### src/hw/rtl/knpm_pkg.sv
`timescale 1ns / 1ps
// ----------------------------------------------------------------------------
// knpm_pkg
// Shared types and codes for the k-nearest point mixer.
// ----------------------------------------------------------------------------
package knpm_pkg;

    localparam logic [1:0] KIND_LOAD  = 2'd0;
    localparam logic [1:0] KIND_QUERY = 2'd1;
    localparam logic [1:0] KIND_CLEAR = 2'd2;

    localparam logic [1:0] ST_OK    = 2'd0;
    localparam logic [1:0] ST_EMPTY = 2'd1;
    localparam logic [1:0] ST_SHORT = 2'd2;
    localparam logic [1:0] ST_FULL  = 2'd3;

    localparam int unsigned ROOT_W = 17;
    localparam int unsigned DIST_W = 33;

    typedef struct packed {
        logic [1:0]  kind;
        logic [15:0] point_x;
        logic [15:0] point_y;
        logic [3:0]  neighbor_count;
    } t_in;

    typedef struct packed {
        logic [9:0]  neighbor_index;
        logic [32:0] square_distance;
        logic [15:0] volume;
        logic [1:0]  status;
        logic        last;
    } t_out;

    // controller -> datapath
    typedef struct packed {
        logic capture;
        logic emit_single;
        logic root_start;
        logic div_start;
        logic emit_list;
        logic j_step;
        logic j_reset;
    } t_cmd;

    // datapath -> controller
    typedef struct packed {
        logic out_free;
        logic count_zero;
        logic scan_done;
        logic busy;
        logic j_last;
    } t_stat;

endpackage

### src/hw/rtl/knpm_ctrl.sv
`timescale 1ns / 1ps
// ----------------------------------------------------------------------------
// knpm_ctrl
// Sequencer: accept, scan, square roots, divides and result transfers.
// ----------------------------------------------------------------------------
module knpm_ctrl
    import knpm_pkg::*;
(
    input  logic       i_clk,
    input  logic       i_rst_n,
    input  logic       i_valid,
    input  logic [1:0] i_kind,
    output logic       o_ready,
    input  t_stat      i_stat,
    output t_cmd       o_cmd
);

    typedef enum logic [2:0] {
        S_IDLE,
        S_RESP,
        S_SCAN,
        S_ROOT_GO,
        S_ROOT_WAIT,
        S_DIV_GO,
        S_DIV_WAIT
    } t_state;

    t_state r_state, n_state;

    assign o_ready = (r_state == S_IDLE);

    always_comb begin
        n_state = r_state;
        o_cmd   = '0;
        case (r_state)
            S_IDLE: begin
                if (i_valid) begin
                    o_cmd.capture = 1'b1;
                    case (i_kind)
                        KIND_LOAD:  n_state = S_RESP;
                        KIND_CLEAR: n_state = S_RESP;
                        KIND_QUERY: n_state = i_stat.count_zero ? S_RESP : S_SCAN;
                        default:    n_state = S_IDLE;
                    endcase
                end
            end
            S_RESP: begin
                if (i_stat.out_free) begin
                    o_cmd.emit_single = 1'b1;
                    n_state = S_IDLE;
                end
            end
            S_SCAN: begin
                if (i_stat.scan_done) begin
                    o_cmd.j_reset = 1'b1;
                    n_state = S_ROOT_GO;
                end
            end
            S_ROOT_GO: begin
                o_cmd.root_start = 1'b1;
                n_state = S_ROOT_WAIT;
            end
            S_ROOT_WAIT: begin
                if (!i_stat.busy) begin
                    if (i_stat.j_last) begin
                        o_cmd.j_reset = 1'b1;
                        n_state = S_DIV_GO;
                    end else begin
                        o_cmd.j_step = 1'b1;
                        n_state = S_ROOT_GO;
                    end
                end
            end
            S_DIV_GO: begin
                o_cmd.div_start = 1'b1;
                n_state = S_DIV_WAIT;
            end
            S_DIV_WAIT: begin
                if (!i_stat.busy && i_stat.out_free) begin
                    o_cmd.emit_list = 1'b1;
                    if (i_stat.j_last) begin
                        n_state = S_IDLE;
                    end else begin
                        o_cmd.j_step = 1'b1;
                        n_state = S_DIV_GO;
                    end
                end
            end
            default: n_state = S_IDLE;
        endcase
    end

    always_ff @(posedge i_clk) begin
        if (!i_rst_n) begin
            r_state <= S_IDLE;
        end else begin
            r_state <= n_state;
        end
    end

endmodule

### config.mk
export PLATFORM = sky130hd
export DESIGN_NAME = knpm_ctrl
export DESIGN_NICKNAME = d
export VERILOG_FILES = /design/src/hw/rtl/knpm_pkg.sv /design/src/hw/rtl/knpm_ctrl.sv
export SDC_FILE = /design/constraint.sdc
export NUM_CORES = 1
export LEC_CHECK = 0
export BUFFER_PORTS_ARGS = -buffer_cell sky130_fd_sc_hd__buf_2
export CAP_MARGIN = 20
export CORE_AREA = 2 2 39 41
export CTS_CLUSTER_SIZE = 16
export DETAILED_ROUTE_END_ITERATION = 8
export DIE_AREA = 0 0 41 43
export SKIP_CTS_REPAIR_TIMING = 1
export SLEW_MARGIN = 20
export SYNTH_ARGS = -nofsm -noshare
export SYNTH_HDL_FRONTEND = slang
export SYNTH_SLANG_ARGS = --single-unit
### constraint.sdc
create_clock -name i_clk -period 1.35 [get_ports i_clk]
set_clock_uncertainty 0.15 [all_clocks]
set_input_delay 0.27 -clock i_clk [delete_from_list [all_inputs] [get_ports i_clk]]
set_output_delay 0.27 -clock i_clk [all_outputs]
set_load 0.005 [all_outputs]
==> flow_summary.ini, run 1 <==
[sta]
hold_viol_final = 0
final_max_slew_viol_count = 0
relSlewSlack_pct = 82.0
fin_crit_sh_pct = 116
setup_viol = 11
fin_crit_ps = 1560
rsz0062_at_grt = true
worst_slack_ps = -214
max_freq_mhz = 640
max_slew.worst_pin.slew_ps = 270

[setup_path]
crit_chain = buf_4, nand2b_4, nor3_2, buf_2
slowest_delay_ps = 360
worst_path_max_delay_cell = dfxtp_4
setup.worst_path.start_class = flop
path_class = reg -> out
crit_family = flip-flops
cp-end-kind = primary output
cp.arrival_ps = 1140
cp_max_fo = 5
cp.required_ps = 930
crit_buf_inv = 2

[synth]
synth_top_area_share_pct = 16.1
synth.avg_cell_area_um2 = 7.61
syn_inst = 49
synth-seq-area-share_pct = 16.1
ys_types = 28
async_flop_share_pct = 0
synth_nets = 59
yosys_warnings = 0
ys.flop_type = dfxtp_1
synth_area_leaders = dfxtp_1, nand2b_1, nand3b_1, mux2i_1, nand3_1
ys_ff_latch = 3
synth-edff-count = 0
netlist.top_cell.by_area = dfxtp_1
yosysMostFrequentCell = nand2b_1
synth_area_um2 = 373

[die]
die_w_um = 41
start_util_pct = 26.9
die_h_um = 43
die_area_um2 = 1760
num_io_pins = 18
core_area_um2 = 1380
rows = 14

[placed_design]
place_congestion = 0.760
placed_area_um2 = 551
hpwl_um = 788
io_buffers = 17

[layout]
top_regs = r_state x3
final_nets = 97
fin_area_um2 = 709
synthToLayoutAreaGrowth_pct = 90.3
antenna_cells = 0
largest_register = r_state
postLayoutCoreUtil_pct = 51.3
largest_reg_flops = 3
drive_gt1_share_pct = 62.8

[global_route]
antenna_found_initial = 0
overflow = 0
grt_usage_pct = 12.4
first_global_vias = 398
grt_max_degree = 10
grt_pass1_wl_um = 1440

[power]
pwr_density_cell_nw_per_um2 = 730
max-vdd-ir-drop_mv = 0.410
leakage_nw = 0.328

[cts]
clk_pin_slew_worst_paths_ps = 40
cts_buffer_depth = 2
cts.sinks = 3
clkLatencyLatePin_ps = 230
numCtsBuffers = 3
cts_tree = built
cts_root_buf = clkbuf_4
h-tree-depth = 1

[outcome]
status = finished with violations
violations = negative setup slack

[detailed_routing]
firstDrtPassIters = 3
detail_route.iter0.violations = 11
routedWlPerCell_um = 12.1
drc_errors = 0
dr_total_vias = 499
via_per_inst = 4.89
routed_wl_um = 1230
antenna_left = 0

[hold_path]
hp-class = in -> reg

[job]
max-cap-violations = 0
## cell families after synthesis
group | Yosys count | share of synthesized area, %
AOI/OAI and AO/OA | 9 | 19.5
muxes | 2 | 5.37
and+or+nand+nor | 29 | 47.7
buffers and inverters | 5 | 9.06
xor gates and xnor gates | 1 | 2.35
DFF | 3 | 16.1
## routing by layer
layer	up-vias	GRT usage, %	part of all wire (%)
li1	257	-	-
met2	14	17.2	53
met3	0	3.14	3.3
met1	228	16.2	44
met5	-	0	0
met4	0	8.00	0
## cell type report
class	instances	area [µm²]
sequential	3	68.8
fill	146	674
multi-input combinational	41	347
timing repair buffer	36	240
clock buffer	4	26.3
tap	16	20.0
inverter	2	7.51
## stage by stage
step / hold WS [ps] / std cells / TNS [ps] / total power [W] / worst slack [ps]
after CTS: 185 / 96 / -2350 / 0.000448 / -343
after global placement: 429 / 92 / -272 / 0.000285 / -73.6
after floorplan: 259 / 49 / 0 / 0.000202 / 1.86
after detailed placement: 428 / 92 / -458 / 0.000287 / -89.8
final: 179 / 102 / -1600 / 0.000518 / -214
after global routing: 193 / 102 / -2380 / 0.000560 / -284
## worst paths after layout
path                            from                       to  slack, ps  depth (start not counted)
min                          i_rst_n  r_state[1]$_SDFFE_PN0P_        180                          3
max reg2reg  r_state[0]$_SDFFE_PN0P_  r_state[2]$_SDFFE_PN0P_       -140                          6
max          r_state[2]$_SDFFE_PN0P_                 o_cmd[5]       -210                          4
min reg2reg  r_state[2]$_SDFFE_PN0P_  r_state[2]$_SDFFE_PN0P_        540                          3
## tightest hold or removal path, cell delays in order
cell and delay, ps:
buf_2 130, nand2_1 60, mux2i_1 50
## cells in the final DEF (no fill, tap or decap), types with 2 or more instances in the layout
master    instances
buf_2            17
buf_4            14
buf_6             4
nor2_1            3
nand3b_1          3
nand2b_1          3
nand2_1           3
nand3_1           3
clkbuf_4          3
nand2b_4          2
o21ai_0           2
mux2i_1           2
dfxtp_4           2
## power breakdown
| part | switching (W) | internal, W |
|---|---|---|
| Sequential | 0.0000111 | 0.0000957 |
| Combinational | 0.000107 | 0.000146 |
| Clock | 0.0000482 | 0.000111 |
Note: power is estimated with default switching activity, not from simulation.
==> run 2, diff against run 1 <==
--- a/config.mk
+++ b/config.mk
@@ -5,12 +5,14 @@
 export SDC_FILE = /design/constraint.sdc
 export NUM_CORES = 1
 export LEC_CHECK = 0
+export ABC_AREA = 1
 export BUFFER_PORTS_ARGS = -buffer_cell sky130_fd_sc_hd__buf_2
 export CAP_MARGIN = 20
 export CORE_AREA = 2 2 39 41
 export CTS_CLUSTER_SIZE = 16
 export DETAILED_ROUTE_END_ITERATION = 8
 export DIE_AREA = 0 0 41 43
+export GPL_TIMING_DRIVEN = 0
 export SKIP_CTS_REPAIR_TIMING = 1
 export SLEW_MARGIN = 20
 export SYNTH_ARGS = -nofsm -noshare
==> flow_summary.ini, run 2 <==
[outcome]
status = finished with violations
violations = negative setup slack

[job]
max-cap-violations = 0

[synth]
syn_inst = 70
ys.flop_type = dfxtp_1
yosysMostFrequentCell = nand2_1
ys_types = 20
synth-edff-count = 0
async_flop_share_pct = 0
synth_area_leaders = dfxtp_1, nand3_2, nand2_1, inv_1, nor2_1
netlist_top_cells_count = nand2_1, inv_1, nor2_1
synth_area_um2 = 449
ys_ff_latch = 3
synth_nets = 80
yosys_warnings = 0
synth-seq-area-share_pct = 13.4
netlist.top_cell.by_area = dfxtp_1
synth_top_area_share_pct = 13.4
synth.avg_cell_area_um2 = 6.42

[global_route]
first_global_vias = 432
use_met2_pct = 20.3
grt_max_degree = 11
gr-max-usage-layer = met2
grt_usage_pct = 13.2
antenna_found_initial = 0
use_met1_pct = 16.6
grt_pass1_wl_um = 1640
met3_usage_pct = 4.71
overflow = 0

[layout]
largest_register = r_state
drive_gt1_share_pct = 58.4
largest_reg_flops = 3
fin_area_um2 = 692
antenna_cells = 0
synthToLayoutAreaGrowth_pct = 54.0
layout_commonest_cell = buf_2
final_nets = 112
fillers = 147
mostFrequentLayoutCells = buf_2, nand2_1, inv_1, nor2_1, nand3_2
layout.cells.non_filler = 117
top_regs = r_state x3

[power]
pwr_density_cell_nw_per_um2 = 2510
power_w = 0.00173
leakage_nw = 0.397
max-vdd-ir-drop_mv = 1.17

[setup_path]
cp.required_ps = 930
path_class = reg -> out
cp.arrival_ps = 1170
cp_max_fo = 8
setup.worst_path.start_class = flop
cp-end-kind = primary output

[sta]
holdWs_ps = 133
relSlewSlack_pct = 86.8
final_max_slew_viol_count = 0
fin_crit_ps = 1590
worst_slack_ps = -243
max_slew.worst_pin.slew_ps = 196
max_freq_mhz = 628
rsz0062_at_grt = true
hold_viol_final = 0
setup_viol = 11
fin_crit_sh_pct = 118

[cts]
h-tree-depth = 1
clkLatencyLatePin_ps = 240
clk_pin_slew_worst_paths_ps = 40
cts_root_buf = clkbuf_4
cts_buffer_depth = 2
numCtsBuffers = 3
cts.sinks = 3
cts_tree = built

[die]
die_area_um2 = 1760
core_area_um2 = 1380
num_io_pins = 18
start_util_pct = 32.5
die_w_um = 41
rows = 14
die_h_um = 43

[placed_design]
hpwl_um = 798
place_congestion = 0.737
placed_area_um2 = 554
io_buffers = 17
dp_cells = 103

[detailed_routing]
routed_wl_um = 1190
antenna_left = 0
via_per_inst = 4.53
detail_route.iter0.violations = 4
drc_errors = 0
routedWlPerCell_um = 10.1
firstDrtPassIters = 4
dr_total_vias = 530

[hold_path]
hp-class = in -> reg
## run 2: worst paths after layout
kind	from	to	slack (ps)	cells past startpoint
worst max-delay path	r_state[1]$_SDFFE_PN0P_	o_cmd[6]	-240	6
worst min-delay path	i_rst_n	r_state[2]$_SDFFE_PN0P_	130	3
worst max register to register	r_state[0]$_SDFFE_PN0P_	r_state[1]$_SDFFE_PN0P_	-20	9
worst min register to register	r_state[1]$_SDFFE_PN0P_	r_state[1]$_SDFFE_PN0P_	500	3
## run 2: kinds of logic after synthesis
logic type,Yosys count,share of synthesized area [%]
and+or+nand+nor,48,62.7
buffers and inverters,15,18.1
AOI/OAI and AO/OA,4,5.85
DFF,3,13.4
## run 2: cell type report
| class | count | area [µm²] | area share (%) |
|---|---|---|---|
| multi-input combinational | 52 | 332 | 47.9 |
| timing repair buffer | 27 | 165 | 23.9 |
| sequential | 3 | 63.8 | 9.22 |
| inverter | 12 | 47.5 | 6.87 |
| buffer | 3 | 37.5 | 5.42 |
| clock buffer | 4 | 26.3 | 3.80 |
| tap | 16 | 20.0 | 2.89 |
## run 2: worst max-delay path, cell delays in order, from the launching register on
cell and delay [ps]:
dfxtp_2 300, buf_6 140, nor2_8 140, buf_6 110, nand2_4 50, nor2_1 100, buf_2 110
## run 2: report_power, final
part           leakage, nW  internal (W)  switching, W
sequential          0.0258      0.000144     0.0000312
clock               0.0150      0.000111     0.0000490
combinational        0.356      0.000655      0.000745
total                0.397      0.000910      0.000825
## run 2: metal layers
metal  part of all wire, %  vias up
met5                     0        -
met4                     0        0
met3                   3.1        0
met2                    50       12
met1                    47      232
li1                      -      286
## run 2: per-stage QoR
| stage | utilization (%) | setup slack (ps) | TNS, ps |
|---|---|---|---|
| after global routing | 50.0 | -318 | -2260 |
| final | 50.0 | -243 | -1470 |
| after CTS | 42.0 | -303 | -1400 |
| after floorplan | - | 94.2 | 0 |
| after detailed placement | 40.1 | -53.9 | -73.2 |
| after global placement | 40.1 | -49.1 | -70.5 |
==> run 3, diff against run 2 <==
==> constraint.sdc (replaced) <==
create_clock -name i_clk -period 1.35 [get_ports i_clk]
set_clock_uncertainty 0.15 [all_clocks]
set_input_delay 0.405 -clock i_clk [delete_from_list [all_inputs] [get_ports i_clk]]
set_output_delay 0.405 -clock i_clk [all_outputs]
set_load 0.005 [all_outputs]
==> flow_summary.ini, run 3 (synthesized netlist as in run 2, its figures left out) <==
[outcome]
status = finished with violations
violations = negative setup slack

[job]
max-cap-violations = 0

[hold_path]
hold_depth = 3
hold_path_end = r_state[1]$_SDFFE_PN0P_
hp-class = in -> reg
min-delay-start = i_rst_n

[setup_path]
reg2regPathDepth = 9
cp_max_fo = 5
crit_buf_inv = 2
path_class = reg -> out
cp.depth = 5
setup.worst_path.start_class = flop
crit_family = flip-flops
cp.arrival_ps = 1190
slowest_delay_ps = 320
crit_chain = buf_8, nor2_8, nand3_2, o22ai_2, buf_2
cp.required_ps = 800
worst_path_max_delay_cell = dfxtp_2
r2r_start = r_state[0]$_SDFFE_PN0P_
r2r_setup_slack_ps = -120
reg2reg_to = r_state[2]$_SDFFE_PN0P_
cp-end-kind = primary output

[cts]
clkLatencyLatePin_ps = 230
cts.sinks = 3
h-tree-depth = 1
clk_pin_slew_worst_paths_ps = 40
cts_root_buf = clkbuf_4
cts_buffer_depth = 2
numCtsBuffers = 3
cts_tree = built

[sta]
fin_crit_sh_pct = 129
setup_viol = 11
max_freq_mhz = 574
relSlewSlack_pct = 87.7
holdWs_ps = 269
hold_viol_final = 0
final_max_slew_viol_count = 0
worst_slack_ps = -393
rsz0062_at_grt = true
fin_crit_ps = 1740
max_slew.worst_pin.slew_ps = 183

[power]
p_int_w = 0.000944
switching_share_pct = 48.5
leakage_nw = 0.402
clkPwrFrac_pct = 8.6
max-vdd-ir-drop_mv = 1.11
pwr_density_cell_nw_per_um2 = 2490
power_frac_comb_pct = 81.6
seqPwrFrac_pct = 9.8
switchingPower_w = 0.000888

[die]
die_area_um2 = 1760
num_io_pins = 18
core_area_um2 = 1380
start_util_pct = 32.5
die_h_um = 43
rows = 14
die_w_um = 41

[global_route]
first_global_vias = 435
grt_max_degree = 11
grt_pass1_wl_um = 1540
grt_usage_pct = 12.7
antenna_found_initial = 0
overflow = 0

[detailed_routing]
via_per_inst = 4.55
routed_wl_um = 1220
firstDrtPassIters = 4
detail_route.iter0.violations = 6
antenna_left = 0
drc_errors = 0
dr_total_vias = 537
routedWlPerCell_um = 10.3

[layout]
final_nets = 113
largest_register = r_state
antenna_cells = 0
synthToLayoutAreaGrowth_pct = 63.5
top_regs = r_state x3
largest_reg_flops = 3
layout.cells.non_filler = 118
mostFrequentLayoutCells = buf_2, nand2_1, nand3_2, nor2_1, buf_4
drive_gt1_share_pct = 66.7
layout_commonest_cell = buf_2
fillers = 146

[placed_design]
dp_slack_ps = -188
place_congestion = 0.731
hpwl_um = 779
dp_cells = 103
io_buffers = 17
[run 3: changes by cell type in the layout (fill, tap and decap cells not counted), moves of 2 or more]
cell | previous run | this run
nand2_1 | 15 | 13
inv_2 | 2 | 4
nand2_2 | 2 | 4
inv_1 | 9 | 7
[run 3: final cells by class]
| type | count | area, µm² | area share, % |
|---|---|---|---|
| multi-input combinational | 52 | 363 | 49.4 |
| timing repair buffer | 28 | 173 | 23.5 |
| tap | 16 | 20.0 | 2.73 |
| buffer | 3 | 41.3 | 5.62 |
| sequential | 3 | 63.8 | 8.69 |
| inverter | 12 | 47.5 | 6.47 |
| clock buffer | 4 | 26.3 | 3.58 |
[run 3: per-stage QoR]
step	setup TNS, ps	instance area [µm²]	total power, W	utilization (%)
after global routing	-3360	734	0.00199	53.1
after global placement	-890	566	0.00123	40.9
after detailed placement	-920	566	0.00123	40.9
after CTS	-2480	592	0.00140	42.8
final	-2710	734	0.00183	53.1
after floorplan	-39.9	460	0.00102	-
[run 3: worst max-delay path by stage]
stage                             from        to
2_1_floorplan  r_state[1]$_SDFFE_PN0P_  o_cmd[1]
3_3_place_gp                 i_stat[0]  o_cmd[1]
3_5_place_dp                 i_stat[0]  o_cmd[1]
4_1_cts        r_state[1]$_SDFFE_PN0P_  o_cmd[1]
5_1_grt        r_state[0]$_SDFFE_PN0P_  o_cmd[1]
6_report       r_state[0]$_SDFFE_PN0P_  o_cmd[1]
[run 3: layer usage]
layer	track usage, %	vias up	wire length (µm)
met5	0	-	0
met4	8.00	0	0
met3	1.57	0	22
met2	19.4	9	675
met1	16.0	242	519
li1	-	286	-
[run 3: worst reg2reg max path, cell delays in order, from the launching register on]
cell,delay [ps]
dfxtp_2,330
buf_8,140
nor2_8,60
buf_4,140
nand3_2,60
nand3_2,110
nor2_4,190
nand2_1,80
nand2_1,80
nor2_2,30
[run 3: power groups by stage]
stage | Combinational [W] | Clock (W) | Sequential [W]
after detailed placement | 0.00107 | 0 | 0.000158
after CTS | 0.00108 | 0.000167 | 0.000156
final | 0.00149 | 0.000157 | 0.000179
after global placement | 0.00107 | 0 | 0.000157
after global routing | 0.00164 | 0.000174 | 0.000183
after floorplan | 0.000868 | 0 | 0.000156
